--- src/design/tws_ram.sv ---
module tws_ram #(
  parameter int WIDTH = 8,
  parameter int DEPTH = 16,
  localparam int ADDR_BITS = $clog2(DEPTH)
) (
  input  logic                 clk,
  input  logic                 rd_en,
  input  logic [ADDR_BITS-1:0] rd_addr,
  output logic [WIDTH-1:0]     rd_data,
  input  logic                 wr_en,
  input  logic [ADDR_BITS-1:0] wr_addr,
  input  logic [WIDTH-1:0]     wr_data
);

  logic [WIDTH-1:0] mem [DEPTH];

  // Write port
  always_ff @(posedge clk) begin
    if (wr_en) begin
      mem[wr_addr] <= wr_data;
    end
  end

  // Registered read port; hold the last word when not reading
  always_ff @(posedge clk) begin
    if (rd_en) begin
      rd_data <= mem[rd_addr];
    end
  end

endmodule

--- config.mk ---
export PLATFORM = sky130hd
export DESIGN_NAME = tws_ram
export DESIGN_NICKNAME = d
export VERILOG_FILES = /design/src/design/tws_ram.sv
export SDC_FILE = /design/constraint.sdc
export NUM_CORES = 1
export LEC_CHECK = 0
export BUFFER_PORTS_ARGS = -buffer_cell sky130_fd_sc_hd__buf_2
export CORE_MARGIN = 1
export CORE_UTILIZATION = 65
export DETAILED_ROUTE_END_ITERATION = 7
export HOLD_SLACK_MARGIN = 0.1
export PLACE_DENSITY = 0.84
export SETUP_SLACK_MARGIN = 0.02
export SYNTH_ARGS = -nofsm -noshare
export SYNTH_HDL_FRONTEND = slang
export SYNTH_SLANG_ARGS = --single-unit
--- constraint.sdc ---
create_clock -name clk -period 4.7 [get_ports clk]
set_input_delay 0.94 -clock clk [delete_from_list [all_inputs] [get_ports clk]]
set_output_delay 0.94 -clock clk [all_outputs]
set_load 0.1 [all_outputs]
==> impl_metrics.tcl <==
set metrics [dict create \
    grt_pass1_vias 2488 \
    min_from "mem[11][3]$_DFFE_PP_" \
    grt_pass1_wl_um 15000 \
    p_per_area_nw_per_um2 453 \
    whs_path_depth 3 \
    endpoint_kind "flop" \
    critPathTopFamily "buffers and inverters" \
    cts_made_buffers 17 \
    route.detailed.drc 0 \
    coreArea_um2 7770 \
    finalSetupViolations 0 \
    die_width_um 91.7 \
    grt_antenna_before_repair 1 \
    synth_area_per_cell_um2 22.8 \
    worstReg2RegEnd "rd_data[7]$_DFFE_PP_" \
    cts_setup_buffers 0 \
    critPathMaxStageDelay_ns 0.74 \
    final_cell_mix "edfxtp_1, buf_2, mux4_2, a22oi_1, clkbuf_16" \
    fin_crit_sh_pct 53.7 \
    ir_worst_vdd_v 0.000323 \
    period_needed_ns 2.52 \
    worstSetupPathType "in2reg" \
    p_int_mw 2.10 \
    place_congestion 0.723 \
    dpl.hpwl_um 5730 \
    layout_commonest_cell "edfxtp_1" \
    cp.required_ns 4.95 \
    synth_cell_type_count 18 \
    synthAdderAreaFrac_pct 0 \
    placementRows 32 \
    power_frac_seq_pct 51.0 \
    post_drt_wl_per_cell_um 26.5 \
    drv_cap 0 \
    hold_viol 0 \
    cts_sinks 136 \
    fin_skew_ns 0.00531 \
    place_inst 351 \
    drive_gt1_share_pct 28.6 \
    synthCells 229 \
    cts_max_level 4 \
    yosys_warnings 0 \
    cp_num_buf_inv 1 \
    postRouteAntennaNets 0 \
    clock_path_buffers 2 \
    outcome "completed" \
    slew_violations 0 \
    clk_pin_slew_ns 0.06 \
    synth_compound_area_share_pct 2.30 \
    io_pins 27 \
    synth_xor_area_share_pct 0 \
    first_pass_iters 6 \
    whs_endpoint "rd_data[3]$_DFFE_PP_" \
    tightest_slew_ns 1.00 \
    synth_area_um2 5230 \
    leakagePower_nw 1.99 \
    grt_max_degree 33 \
    min_path_type "reg2reg" \
    synth_top_family_by_area "multiplexers" \
    viasPerCell 6.48 \
    drt_iter0_drc 261 \
    grt_use_total_pct 27.0 \
    worstPathMaxFanout 32 \
    die_area_um2 8410 \
    cts_resized 0 \
    syn2layout_area_growth_pct 13.9 \
    fin_setup_tns_ns 0 \
    reg2regPathDepth 3 \
    holdWs_ns 0.767 \
    critical_path_arrival_ns 2.78 \
    seq_area_frac_synth_pct 78.1 \
    cp-start-kind "primary input" \
    relSlewSlack_pct 33.2 \
    die_h_um 91.7 \
    nets 287 \
    swShare_pct 22.0 \
    clkLatencyLatePin_ns 0.52 \
    wl_um 10100 \
    crit_path_top_delay_cell "buf_2" \
    synth-seq-cells 136 \
    place.port_buffers 26 \
    reg2reg_slack_ns 3.13 \
    num_vias 2474 \
    initial_core_util_pct 67.3 \
    cts_root_buffer "clkbuf_8" \
    fmax_ghz 0.396 \
    hold_buffers 0 \
    tritoncts "built" \
    power_mw 2.70 \
    synthesis.nets 248 \
    overflow 0 \
    yosys.area_share.simple_pct 3.14 \
    rr_startpoint "mem[10][7]$_DFFE_PP_" \
    muxShareOfSynthArea_pct 14.8 \
    crit_path_cell_trace "buf_2 > mux4_2 > a22oi_1 > nand2_1" \
    pwr-share-comb_pct 5.9 \
    rsz0062_at_grt "false" \
    antenna_cells 0 \
    netSwitchingPower_uw 595 \
    p_clk_share_pct 43.1 \
    stdcell_count 382 \
]
-- worst max-delay path by stage --
stage                    start                    to  depth (start not counted)
CTS                 rd_addr[0]  rd_data[7]$_DFFE_PP_                          4
global route        rd_addr[0]  rd_data[7]$_DFFE_PP_                          4
global placement    rd_addr[0]  rd_data[3]$_DFFE_PP_                          4
finish              rd_addr[0]  rd_data[7]$_DFFE_PP_                          4
detailed placement  rd_addr[0]  rd_data[3]$_DFFE_PP_                          4
floorplan           wr_addr[2]   mem[0][0]$_DFFE_PP_                          2
-- logic make-up (layout without fill, tap and decap cells) --
| family | after synthesis | after routing |
|---|---|---|
| flops | 136 | 136 |
| simple gates | 35 | 35 |
| mux | 32 | 32 |
| compound gates | 16 | 16 |
| buf+inv | 10 | 61 |
-- per-layer routing --
metal	vias to the layer above	GRT usage, %	part of all wire (%)
li1	1062	-	-
met1	1247	35.5	39
met3	22	7.63	6.9
met2	141	42.9	52
met4	2	11.8	2.5
met5	-	0	0.12
-- cells in the mapped netlist, drive strengths merged --
| library cell | number | area (um2) |
|---|---|---|
| clkdlybuf4s25 | 3 | 30.0 |
| or3b | 1 | 8.76 |
| nor3 | 4 | 20.0 |
| and2 | 1 | 6.26 |
| edfxtp | 136 | 4080 |
| nand2 | 9 | 33.8 |
| and2b | 1 | 7.51 |
| buf | 7 | 56.3 |
| a22oi | 16 | 120 |
| nand3 | 1 | 5.00 |
| nor2 | 13 | 48.8 |
| nand3b | 2 | 15.0 |
| nand2b | 2 | 12.5 |
| nor2b | 1 | 6.26 |
| mux4 | 32 | 773 |
-- power by group through the flow --
stage	Sequential (mW)	Combinational, mW	Clock [mW]
detailed placement	1.40	0.158	0
CTS	1.38	0.159	1.17
global placement	1.40	0.153	0
global route	1.38	0.167	1.22
floorplan	1.44	0.0690	0
finish	1.38	0.159	1.16
-- through the flow --
stage | util, % | worst slack (ns) | instance area, um2
6_report | 76.7 | 2.18 | 5950
5_1_grt | 76.7 | 2.03 | 5950
4_1_cts | 76.7 | 2.18 | 5950
3_5_place_dp | 69.9 | 1.66 | 5430
3_3_place_gp | 69.9 | 1.69 | 5430
2_1_floorplan | - | 2.27 | 5230
-- flip-flops by register name, indices dropped and copies added (netlist names) --
name     cells
mem        128
rd_data      8
-- cell type report --
| type | instances | area [um2] |
|---|---|---|
| clock buffer | 17 | 414 |
| clock inverter | 14 | 111 |
| fill | 410 | 1810 |
| multi-input combinational | 83 | 1060 |
| sequential | 136 | 4080 |
| tap | 102 | 128 |
| timing repair buffer | 30 | 160 |
-- tightest hold or removal path, delay by kind of cell (launching register included) --
kind            cells  cell delay (ns)
compound gates      1             0.08
flops               1             0.31
mux                 1             0.21
simple gates        1             0.06
Power figures use the tool's default switching activity.
