**src/design/tws_pkg.sv**
```systemverilog
package tws_pkg;

  localparam int INDEX_BITS  = 12;
  localparam int VALUE_BITS  = 32;
  localparam int LEVEL_BITS  = 8;
  localparam int STACK_DEPTH = 255;

  localparam int ENTRY_DEPTH = 1 << INDEX_BITS;
  localparam int PTR_BITS    = $clog2(STACK_DEPTH);
  localparam int COUNT_BITS  = $clog2(STACK_DEPTH + 1);

  typedef enum logic [1:0] {
    CMD_GET     = 2'd0,
    CMD_SET     = 2'd1,
    CMD_RESTORE = 2'd2,
    CMD_CLEAR   = 2'd3
  } cmd_t;

  typedef enum logic [2:0] {
    ST_INIT,
    ST_IDLE,
    ST_GET,
    ST_SAVE,
    ST_WALK,
    ST_POP,
    ST_FINISH
  } state_t;

  // One table word: a written flag selects the stored value over the default
  typedef struct packed {
    logic                  written;
    logic [VALUE_BITS-1:0] value;
  } entry_word_t;

  // One save record
  typedef struct packed {
    logic [INDEX_BITS-1:0] index;
    logic [VALUE_BITS-1:0] value;
    logic [LEVEL_BITS-1:0] level;
    logic                  skipped;
  } save_rec_t;

  typedef struct packed {
    logic                  rd_en;
    logic [INDEX_BITS-1:0] rd_addr;
    logic                  wr_en;
    logic [INDEX_BITS-1:0] wr_addr;
    entry_word_t           wr_data;
  } entry_req_t;

  typedef struct packed {
    logic                rd_en;
    logic [PTR_BITS-1:0] rd_addr;
    logic                wr_en;
    logic [PTR_BITS-1:0] wr_addr;
    save_rec_t           wr_data;
  } stack_req_t;

endpackage

```
**src/design/tws_ctrl.sv**
```systemverilog
module tws_ctrl
  import tws_pkg::*;
(
  input  logic                  clk,
  input  logic                  rst,
  input  logic                  cfg_wr_en,
  input  logic [VALUE_BITS-1:0] cfg_wr_data,
  input  logic                  in_valid,
  output logic                  in_ready,
  input  logic [1:0]            command,
  input  logic [INDEX_BITS-1:0] index,
  input  logic [VALUE_BITS-1:0] value,
  input  logic [LEVEL_BITS-1:0] level,
  output logic                  out_valid,
  input  logic                  out_ready,
  output logic [VALUE_BITS-1:0] read_value,
  output logic                  overflow,
  output logic [COUNT_BITS-1:0] stack_count,
  output entry_req_t            entry_req,
  input  entry_word_t           entry_rdata,
  output stack_req_t            stack_req,
  input  save_rec_t             stack_rdata
);

  state_t                state, state_next;
  logic [INDEX_BITS-1:0] init_cnt, init_cnt_next;
  logic [INDEX_BITS-1:0] idx_q, idx_q_next;
  logic [VALUE_BITS-1:0] val_q, val_q_next;
  logic [LEVEL_BITS-1:0] lvl_q, lvl_q_next;
  logic [COUNT_BITS-1:0] top, top_next;
  logic                  ovf_q, ovf_q_next;
  logic [COUNT_BITS-1:0] walk_ptr, walk_ptr_next;
  logic                  chk_valid, chk_valid_next;
  logic [PTR_BITS-1:0]   chk_addr, chk_addr_next;
  logic [VALUE_BITS-1:0] default_value;
  logic                  out_valid_next;
  logic [VALUE_BITS-1:0] read_value_next;
  logic                  overflow_next;
  logic [COUNT_BITS-1:0] stack_count_next;

  logic                  accept;
  logic                  out_free;
  cmd_t                  in_cmd;
  logic                  low_level;
  logic                  pop;
  logic [COUNT_BITS-1:0] top_m1, top_m2;
  logic [VALUE_BITS-1:0] entry_val;

  assign in_cmd    = cmd_t'(command);
  assign in_ready  = (state == ST_IDLE);
  assign accept    = in_valid && in_ready;
  assign out_free  = !out_valid || out_ready;
  assign low_level = (level <= LEVEL_BITS'(1));
  assign pop       = (stack_rdata.level >= lvl_q);
  assign top_m1    = top - COUNT_BITS'(1);
  assign top_m2    = top - COUNT_BITS'(2);
  assign entry_val = entry_rdata.written ? entry_rdata.value : default_value;

  // Next state
  always_comb begin
    state_next = state;
    case (state)
      ST_INIT: begin
        if (init_cnt == {INDEX_BITS{1'b1}}) state_next = ST_IDLE;
      end
      ST_IDLE: begin
        if (accept) begin
          case (in_cmd)
            CMD_GET: state_next = ST_GET;
            CMD_SET: begin
              if (!low_level) state_next = ST_SAVE;
              else if (top == '0) state_next = ST_FINISH;
              else state_next = ST_WALK;
            end
            CMD_RESTORE: state_next = (top == '0) ? ST_FINISH : ST_POP;
            CMD_CLEAR: state_next = ST_FINISH;
            default: state_next = ST_FINISH;
          endcase
        end
      end
      ST_GET: begin
        if (out_free) state_next = ST_IDLE;
      end
      ST_SAVE: state_next = ST_FINISH;
      ST_WALK: begin
        if (walk_ptr == top && !chk_valid) state_next = ST_FINISH;
      end
      ST_POP: begin
        if (!pop || top == COUNT_BITS'(1)) state_next = ST_FINISH;
      end
      ST_FINISH: begin
        if (out_free) state_next = ST_IDLE;
      end
      default: state_next = ST_IDLE;
    endcase
  end

  // Memory requests and datapath updates
  always_comb begin
    entry_req        = '0;
    stack_req        = '0;
    init_cnt_next    = init_cnt;
    idx_q_next       = idx_q;
    val_q_next       = val_q;
    lvl_q_next       = lvl_q;
    top_next         = top;
    ovf_q_next       = ovf_q;
    walk_ptr_next    = walk_ptr;
    chk_valid_next   = chk_valid;
    chk_addr_next    = chk_addr;
    out_valid_next   = out_valid && !out_ready;
    read_value_next  = read_value;
    overflow_next    = overflow;
    stack_count_next = stack_count;
    case (state)
      // Sweep the table, marking every entry unwritten
      ST_INIT: begin
        entry_req.wr_en   = 1'b1;
        entry_req.wr_addr = init_cnt;
        entry_req.wr_data = '0;
        init_cnt_next     = init_cnt + INDEX_BITS'(1);
      end
      // Take a request and start its first memory access, if it has one
      ST_IDLE: begin
        if (accept) begin
          idx_q_next = index;
          val_q_next = value;
          lvl_q_next = level;
          ovf_q_next = 1'b0;
          case (in_cmd)
            CMD_GET: begin
              entry_req.rd_en   = 1'b1;
              entry_req.rd_addr = index;
            end
            CMD_SET: begin
              if (low_level) begin
                entry_req.wr_en         = 1'b1;
                entry_req.wr_addr       = index;
                entry_req.wr_data.written = 1'b1;
                entry_req.wr_data.value = value;
                walk_ptr_next           = '0;
                chk_valid_next          = 1'b0;
              end else begin
                entry_req.rd_en   = 1'b1;
                entry_req.rd_addr = index;
              end
            end
            CMD_RESTORE: begin
              if (top != '0) begin
                stack_req.rd_en   = 1'b1;
                stack_req.rd_addr = top_m1[PTR_BITS-1:0];
              end
            end
            CMD_CLEAR: top_next = '0;
            default: top_next = top;
          endcase
        end
      end
      // Return the entry once the output slot is free
      ST_GET: begin
        if (out_free) begin
          out_valid_next   = 1'b1;
          read_value_next  = entry_val;
          overflow_next    = 1'b0;
          stack_count_next = top;
        end
      end
      // Push the old value, or drop the record when full, and write the new value
      ST_SAVE: begin
        entry_req.wr_en           = 1'b1;
        entry_req.wr_addr         = idx_q;
        entry_req.wr_data.written = 1'b1;
        entry_req.wr_data.value   = val_q;
        if (top < COUNT_BITS'(STACK_DEPTH)) begin
          stack_req.wr_en           = 1'b1;
          stack_req.wr_addr         = top[PTR_BITS-1:0];
          stack_req.wr_data.index   = idx_q;
          stack_req.wr_data.value   = entry_val;
          stack_req.wr_data.level   = lvl_q;
          stack_req.wr_data.skipped = 1'b0;
          top_next                  = top + COUNT_BITS'(1);
        end else begin
          ovf_q_next = 1'b1;
        end
      end
      // Scan records bottom up: read one, check the previous, mark matches
      ST_WALK: begin
        if (walk_ptr < top) begin
          stack_req.rd_en   = 1'b1;
          stack_req.rd_addr = walk_ptr[PTR_BITS-1:0];
          walk_ptr_next     = walk_ptr + COUNT_BITS'(1);
          chk_valid_next    = 1'b1;
          chk_addr_next     = walk_ptr[PTR_BITS-1:0];
        end else begin
          chk_valid_next = 1'b0;
        end
        if (chk_valid && stack_rdata.index == idx_q) begin
          stack_req.wr_en           = 1'b1;
          stack_req.wr_addr         = chk_addr;
          stack_req.wr_data         = stack_rdata;
          stack_req.wr_data.skipped = 1'b1;
        end
      end
      // Pop the top record if its level is high enough, restoring it unless skipped; fetch the next one
      ST_POP: begin
        if (pop) begin
          if (!stack_rdata.skipped) begin
            entry_req.wr_en           = 1'b1;
            entry_req.wr_addr         = stack_rdata.index;
            entry_req.wr_data.written = 1'b1;
            entry_req.wr_data.value   = stack_rdata.value;
          end
          top_next = top_m1;
          if (top != COUNT_BITS'(1)) begin
            stack_req.rd_en   = 1'b1;
            stack_req.rd_addr = top_m2[PTR_BITS-1:0];
          end
        end
      end
      // Report the stack state for set, restore and clear
      ST_FINISH: begin
        if (out_free) begin
          out_valid_next   = 1'b1;
          read_value_next  = '0;
          overflow_next    = ovf_q;
          stack_count_next = top;
        end
      end
      default: begin
        entry_req = '0;
      end
    endcase
  end

  // Control registers
  always_ff @(posedge clk) begin
    if (rst) begin
      state         <= ST_INIT;
      init_cnt      <= '0;
      top           <= '0;
      chk_valid     <= 1'b0;
      out_valid     <= 1'b0;
      default_value <= '0;
    end else begin
      state     <= state_next;
      init_cnt  <= init_cnt_next;
      top       <= top_next;
      chk_valid <= chk_valid_next;
      out_valid <= out_valid_next;
      if (cfg_wr_en) begin
        default_value <= cfg_wr_data;
      end
    end
  end

  // Payload registers
  always_ff @(posedge clk) begin
    idx_q       <= idx_q_next;
    val_q       <= val_q_next;
    lvl_q       <= lvl_q_next;
    ovf_q       <= ovf_q_next;
    walk_ptr    <= walk_ptr_next;
    chk_addr    <= chk_addr_next;
    read_value  <= read_value_next;
    overflow    <= overflow_next;
    stack_count <= stack_count_next;
  end

endmodule

```
**config.mk**
```make
export PLATFORM = sky130hd
export DESIGN_NAME = tws_ctrl
export DESIGN_NICKNAME = d
export VERILOG_FILES = /design/src/design/tws_pkg.sv /design/src/design/tws_ctrl.sv
export SDC_FILE = /design/constraint.sdc
export NUM_CORES = 1
export LEC_CHECK = 0
export BUFFER_PORTS_ARGS = -buffer_cell sky130_fd_sc_hd__buf_4
export CAP_MARGIN = 0
export CORE_UTILIZATION = 50
export CTS_CLUSTER_DIAMETER = 50
export CTS_CLUSTER_SIZE = 16
export DETAILED_ROUTE_END_ITERATION = 8
export GPL_TIMING_DRIVEN = 1
export HOLD_SLACK_MARGIN = 0.12
export PLACE_DENSITY = 0.84
export SLEW_MARGIN = 0
export SYNTH_ARGS = -nofsm -noshare
export SYNTH_HDL_FRONTEND = slang
export SYNTH_SLANG_ARGS = --single-unit
```
**constraint.sdc**
```tcl
create_clock -name clk -period 8.15 [get_ports clk]
set_clock_uncertainty 0.1 [all_clocks]
set_input_delay 0.815 -clock clk [delete_from_list [all_inputs] [get_ports clk]]
set_output_delay 0.815 -clock clk [all_outputs]
set_load 0.005 [all_outputs]
```
==> impl_results.md, run 1 <==
- IO Port Bufs: 349
- Min Tclk post-route: 4640 ps
- Largest net degree at the start of global routing: 63
- Synthesis-to-layout area growth: 37.5%
- Yosys cell types: 61
- Register area share after synthesis: 49.9%
- Setup ws final: 3510 ps
- Cts bufs inserted: 17
- Setup bufs post-CTS: 0
- Starting Density: 51.3%
- Max-slew headroom: 28.4%
- Critical path class: input pin to output pin
- # IOs: 350
- Ys flop type: edfxtp_1
- Fin cells: 1,482
- Hold WS: 394 ps
- Iter 0 DRT Violations: 888
- First-pass GRT wire length: 44.3 mm
- Critical Path RT: 7240 ps
- Dpl cells: 1,448
- Clock-pin slew on the worst setup and hold paths: 70 ps
- Fin. Hold Viols: 0
- Syn Nets: 1,130
- Most used cell, CP: buf_4
- Setup crit start kind: input pin
- IR Drop Worst-Case VDD: 146 uV
- Synth top area share: 37.1%
- Area of placed instances: 11,600 um^2
- Gate Count Post-Synth: 928
- Setup WS pre-CTS: 3540 ps
- Commonest non-fill, non-tap cells in the layout: buf_4 (356), nand2_1 (164), edfxtp_1 (110)
- Worst-path cell chain: buf_4 > or4_1 > nor4_1 > and3_2 > a22oi_1 > nand2_1 > buf_4
- Deepest clock path buffer count: 2
- Final #Nets: 1,444
- Crit-path max FO: 47
- Hold_buf cts: 0
- Post-DP HPWL: 21.8 mm
- Area contributors post-synth: edfxtp_1 (37%), dfxtp_1 (13%), mux2i_1 (7.4%)
- LEAKAGE: 5.49 nW
- Worst min-delay path class: flip-flop to flip-flop
- Post-CTS Resized: 0
- Most common library cell in the layout ignoring fill and taps: buf_4
- Chip width: 136 um
- Cell taking the most area after synthesis: edfxtp_1
- H-Tree Depth: 4
- Via count: 8,608
- Placer Congestion: 0.952
- Setup TNS: 0 ps
- Antenna-violating nets left: 0
- Status: finished, final reports clean
- Post-Syn Area per Cell: 9.60 um^2
- Post-Route WL: 30.4 mm
- Worst path slowest cell: and3_2
- Die H: 136 um
- Layout cells sized above 1: 32.0%
- Die area: 18,400 um^2
- Crit. End Element: output pin
- RSZ-0062 raised after global routing: false
- FF+latch count, synth: 167
- Fin area: 12,300 um^2
- Syn Std Cell Area: 8910 um^2
- Post-synth EDFFs: 110
- Vias in the first global route: 8,043
- Root Driver: clkbuf_16
- Drt pass-1 iters: 6
- Crit share post-route: 57.0%
- Number of max-cap violations: 0
- Worst-margin pin slew: 1070 ps
- GRT overflow: 0
- Worst-Skew Late Latency: 430 ps
- Final Setup Violations: 0
- Fin util: 70.6%
- Core area: 17,400 um^2
- Cell Pwr Density: 155 nW/um^2
- Tot GR Track Use: 32.2%
- Vias/cell: 5.81
- Yosys warns: 0
- Design Power: 1.90 mW
- CTS tree: built
- Pins Over Slew Limit: 0
- Initial antenna violation count: 1
- Crit path DAT: 3730 ps
- Fmax: 0.215 GHz
- Ys async rst share: 0%
- Row count: 48
- DRC Markers: 0
- Critical Path Max Stage Delay: 1010 ps
- Drt wl/cell: 20.5 um
- CTS sink cnt: 167
## cell families after synthesis
family / after synthesis / synth area share (%)
compound gates: 190 / 14.3
xor+xnor: 30 / 2.95
fa+ha+maj: 25 / 3.51
buf+inv: 84 / 3.85
flops: 167 / 49.9
mux: 66 / 7.41
simple gates: 366 / 18.1
## worst max-delay path: cells and delay by family
family | cells | cell delay (ps)
simple gates | 4 | 2420
buf+inv | 2 | 230
compound gates | 1 | 190
## routing by layer
layer	vias to the layer above	global-route usage, %	routed length, um
met1	4054	38.5	11400
li1	3985	-	-
met3	82	5.84	2450
met2	487	55.2	15300
met4	0	16.5	1270
met5	-	0	0
## cell usage after synthesis, drive strengths merged, types with 3 or more instances
master	n
a211oi	7
a21o	3
a21oi	29
a222oi	12
a22o	14
a22oi	32
a311oi	5
and2	5
and3	24
buf	19
clkbuf	42
dfxtp	57
edfxtp	110
ha	25
inv	21
mux2i	66
nand2	165
nand2b	8
nand3	26
nand4	9
nor2	104
nor3	5
nor4	3
o21a	3
o21ai	65
o221ai	3
o31ai	4
or3	5
xnor2	19
xor2	11
## registers in the layout, summed over array words and instances, names as in the netlist
register / flops
default_value: 32
read_value: 32
val_q: 32
idx_q: 12
init_cnt: 12
chk_addr: 8
lvl_q: 8
stack_count: 8
top: 8
walk_ptr: 8
state: 3
chk_valid: 1
out_valid: 1
overflow: 1
ovf_q: 1
## final timing paths
kind / cells past startpoint / endpoint / start / slack (ps)
setup / recovery: 7 / entry_req[25] / level[7] / 3510
hold / removal: 2 / default_value[27]$_SDFFE_PP0P_ / default_value[27]$_SDFFE_PP0P_ / 390
setup reg to reg: 4 / walk_ptr[7]$_SDFFCE_PP0P_ / state[0]$_SDFFE_PP0P_ / 4850
hold reg to reg: 2 / default_value[27]$_SDFFE_PP0P_ / default_value[27]$_SDFFE_PP0P_ / 390
## power by group
group	internal, mW	total, mW	leakage [nW]	switching (mW)
clock network	0.486	0.836	0.295	0.350
logic	0.0822	0.145	3.70	0.0630
registers	0.910	0.917	1.49	0.00689
## area by class of cell
cell class / instances / area, um^2
Antenna cell: 2 / 5.00
Clock buffer: 18 / 429
Clock inverter: 14 / 171
Fill cell: 1321 / 5110
Inverter: 23 / 86.3
Multi-Input combinational cell: 677 / 4160
Sequential cell: 167 / 4440
Tap cell: 225 / 282
Timing Repair Buffer: 356 / 2670
(Power assumes the default switching activity.)
==> run 2: changes to the inputs <==
--- a/config.mk
+++ b/config.mk
@@ -5,6 +5,7 @@
 export SDC_FILE = /design/constraint.sdc
 export NUM_CORES = 1
 export LEC_CHECK = 0
+export ABC_AREA = 1
 export BUFFER_PORTS_ARGS = -buffer_cell sky130_fd_sc_hd__buf_4
 export CAP_MARGIN = 0
 export CORE_UTILIZATION = 50
@@ -13,7 +14,7 @@
 export DETAILED_ROUTE_END_ITERATION = 8
 export GPL_TIMING_DRIVEN = 1
 export HOLD_SLACK_MARGIN = 0.12
-export PLACE_DENSITY = 0.84
+export PLACE_DENSITY = 0.83
 export SLEW_MARGIN = 0
 export SYNTH_ARGS = -nofsm -noshare
 export SYNTH_HDL_FRONTEND = slang
==> constraint.sdc (replaced) <==
create_clock -name clk -period 4.72 [get_ports clk]
set_clock_uncertainty 0.1 [all_clocks]
set_input_delay 0.472 -clock clk [delete_from_list [all_inputs] [get_ports clk]]
set_output_delay 0.472 -clock clk [all_outputs]
set_load 0.005 [all_outputs]
==> run 2 against run 1 <==
  * Final cell count up 23%
  * Largest cell class unchanged
  * Total power increased to 2.8 times the previous value
  * Register-to-register slack worse by 2900 ps
  * Count of clock-buffer cells in the layout unchanged
==> impl_results.md, run 2 <==
- Post-Syn Area per Cell: 7.87 um^2
- Die area: 19,500 um^2
- Drt wl/cell: 20.5 um
- Filler cells: 1,392
- DRC Markers: 0
- Antenna-violating nets left: 0
- Deepest clock path buffer count: 2
- Max-slew headroom: 22.5%
- Routed wl met2: 18.0 mm
- Iter 0 DRT Violations: 871
- Crit. End Element: output pin
- Syn Nets: 1,407
- Synth top area share: 34.8%
- Fin cells: 1,819
- Crit-path max FO: 47
- Gate Count Post-Synth: 1,205
- Switching part of the total: 37.1%
- Hold WS: 129 ps
- Comb pwr share: 34.0%
- Worst min-delay path class: input pin to flip-flop
- Ys flop type: edfxtp_1
- RSZ-0062 raised after global routing: false
- Worst-Skew Late Latency: 440 ps
- Setup TNS: 0 ps
- Layout cells sized above 1: 26.1%
- Fin util: 73.0%
- IO Port Bufs: 349
- CTS sink cnt: 167
- Starting Density: 51.9%
- Clock-pin slew on the worst setup and hold paths: 70 ps
- Final Setup Violations: 0
- Initial antenna violation count: 4
- Flop pwr share: 38.8%
- Sequential Area: 4440 um^2
- Crit share post-route: 78.8%
- Footprint of the multi-input gates: 4370 um^2
- Largest net degree at the start of global routing: 69
- Number of max-cap violations: 0
- Register area share after synthesis: 46.9%
- Vias in the first global route: 9,871
- Dpl cells: 1,733
- Biggest regs: default_value: 32 flops, read_value: 32 flops, val_q: 32 flops
- H-Tree Depth: 4
- Final #Nets: 1,776
- Most common library cell in the layout ignoring fill and taps: buf_4
- LEAKAGE: 6.12 nW
- Setup crit start kind: flip-flop
- Met3 wire len: 3.33 mm
- IR Drop Worst-Case VDD: 311 uV
- Placer Congestion: 0.961
- Cts bufs inserted: 17
- Fmax: 0.269 GHz
- Die H: 140 um
- Yosys warns: 0
- Via count: 10,400
- Core area: 18,300 um^2
- FF+latch count, synth: 167
- Syn Std Cell Area: 9480 um^2
- Internal power: 3.28 mW
- Synthesis-to-layout area growth: 40.7%
- First-pass GRT wire length: 55.5 mm
- Ys async rst share: 0%
- Critical Path RT: 4150 ps
- Crit path DAT: 3150 ps
- Cell taking the most area after synthesis: edfxtp_1
- Post-DP HPWL: 26.3 mm
- Commonest non-fill, non-tap cells in the layout: buf_4 (358), nor2_1 (218), nand2_1 (216)
- Setup bufs post-CTS: 0
- Worst-margin pin slew: 1160 ps
- Met1 WL: 14.5 mm
- Cell Pwr Density: 392 nW/um^2
- Power share of the clock group: 27.2%
- CTS tree: built
- Post-synth EDFFs: 110
- Area contributors post-synth: edfxtp_1 (35%), dfxtp_1 (12%), nor2_1 (8.8%)
- Post-Route WL: 37.3 mm
- Critical path class: flip-flop to output pin
- GRT overflow: 0
- Yosys cell types: 42
- Drt pass-1 iters: 5
- # IOs: 350
- Commonest cells post-synth: nor2_1 (223), nand2_1 (216), edfxtp_1 (110)
- Tot GR Track Use: 37.4%
- Status: finished, final reports clean
- Switching power: 1.94 mW
- Row count: 49
- Most common cell in the netlist: nor2_1
- Fin. Hold Viols: 0
- Chip width: 140 um
- Vias/cell: 5.71
- Root Driver: clkbuf_16
- Min Tclk post-route: 3720 ps
- Pins Over Slew Limit: 0
- DR top layer: met5
## run 2: cell count changes after synthesis, moves of 12 or more
cell,delta
nand3_1,+83
a22o_1,-14
xnor2_1,-17
mux2i_1,-34
a22oi_1,-32
o21ai_1,+13
a222oi_1,-12
o21ai_0,+49
nor2_1,+119
nand2_1,+52
nand4_1,+34
inv_1,+85
and3_1,-23
## run 2: timing repair
item,4_1_cts,5_1_grt
hold buffers,51,0
endpoints found under the setup margin,0,0
hold endpoints to repair,51,0
gates resized for setup,0,0
## run 2: cells by family (layout without fill, tap and decap cells)
logic type / count (synthesis) / count (layout) / share of synthesized area, %
and+or+nand+nor: 626 / 626 / 28.6
AOI/OAI and AO/OA: 172 / 172 / 9.65
adders and majority gates: 25 / 25 / 3.30
other: 0 / 3 / 0
xor gates and xnor gates: 10 / 10 / 0.924
DFF: 167 / 167 / 46.9
buffers and inverters: 173 / 555 / 7.27
muxes: 32 / 32 / 3.38
## run 2: power groups by stage
stage          Sequential [mW]  Clock [mW]  Combinational [mW]
3_3_place_gp              2.04           0                1.67
4_1_cts                   2.02        1.42                1.74
6_report                  2.02        1.42                1.77
3_5_place_dp              2.05           0                1.69
2_1_floorplan             2.00           0               0.973
5_1_grt                   2.04        1.47                1.94
## run 2: worst max-delay path, stage by stage, from the launching register on
cell and delay (ps):
dfxtp_1 550, ha_1 270, nand2_1 80, nor2_1 210
nand4_1 210, inv_1 130, nor2_1 80, inv_2 640
o21ai_1 300, buf_4 210
## run 2: final cells by class
cell class,instances,area share (%)
diodes,3,0.0563
multi-input cells,865,32.8
inverters,114,3.21
clock inverters,14,1.14
clock buffers,18,3.38
repair buffers,409,24.0
well taps,229,2.15
flip-flops and latches,167,33.3
## run 2: path summary, 6_finish.rpt
kind	depth (start not counted)	slack (ps)	endpoint	from
hold / removal	1	130	idx_q[2]$_DFFE_PP_	index[2]
setup reg to reg	4	1990	walk_ptr[6]$_SDFFCE_PP0P_	state[0]$_SDFFE_PP0P_
hold reg to reg	2	390	init_cnt[10]$_SDFFE_PP0N_	init_cnt[10]$_SDFFE_PP0N_
setup / recovery	9	1000	stack_req[24]	top[0]$_SDFFE_PP0P_
## run 2: stage by stage
step | total power [mW] | cell area, um^2 | worst slack (ps)
floorplan | 2.98 | 9480 | 1340
global placement | 3.71 | 12200 | 1520
detailed placement | 3.74 | 12200 | 1550
CTS | 5.18 | 13300 | 1050
global route | 5.46 | 13300 | 851
finish | 5.22 | 13300 | 1000
## run 2: per-layer routing
metal,vias up,track usage [%]
met5,-,0
met3,103,9.05
li1,4817,-
met2,606,63.0
met4,2,16.5
met1,4854,45.6
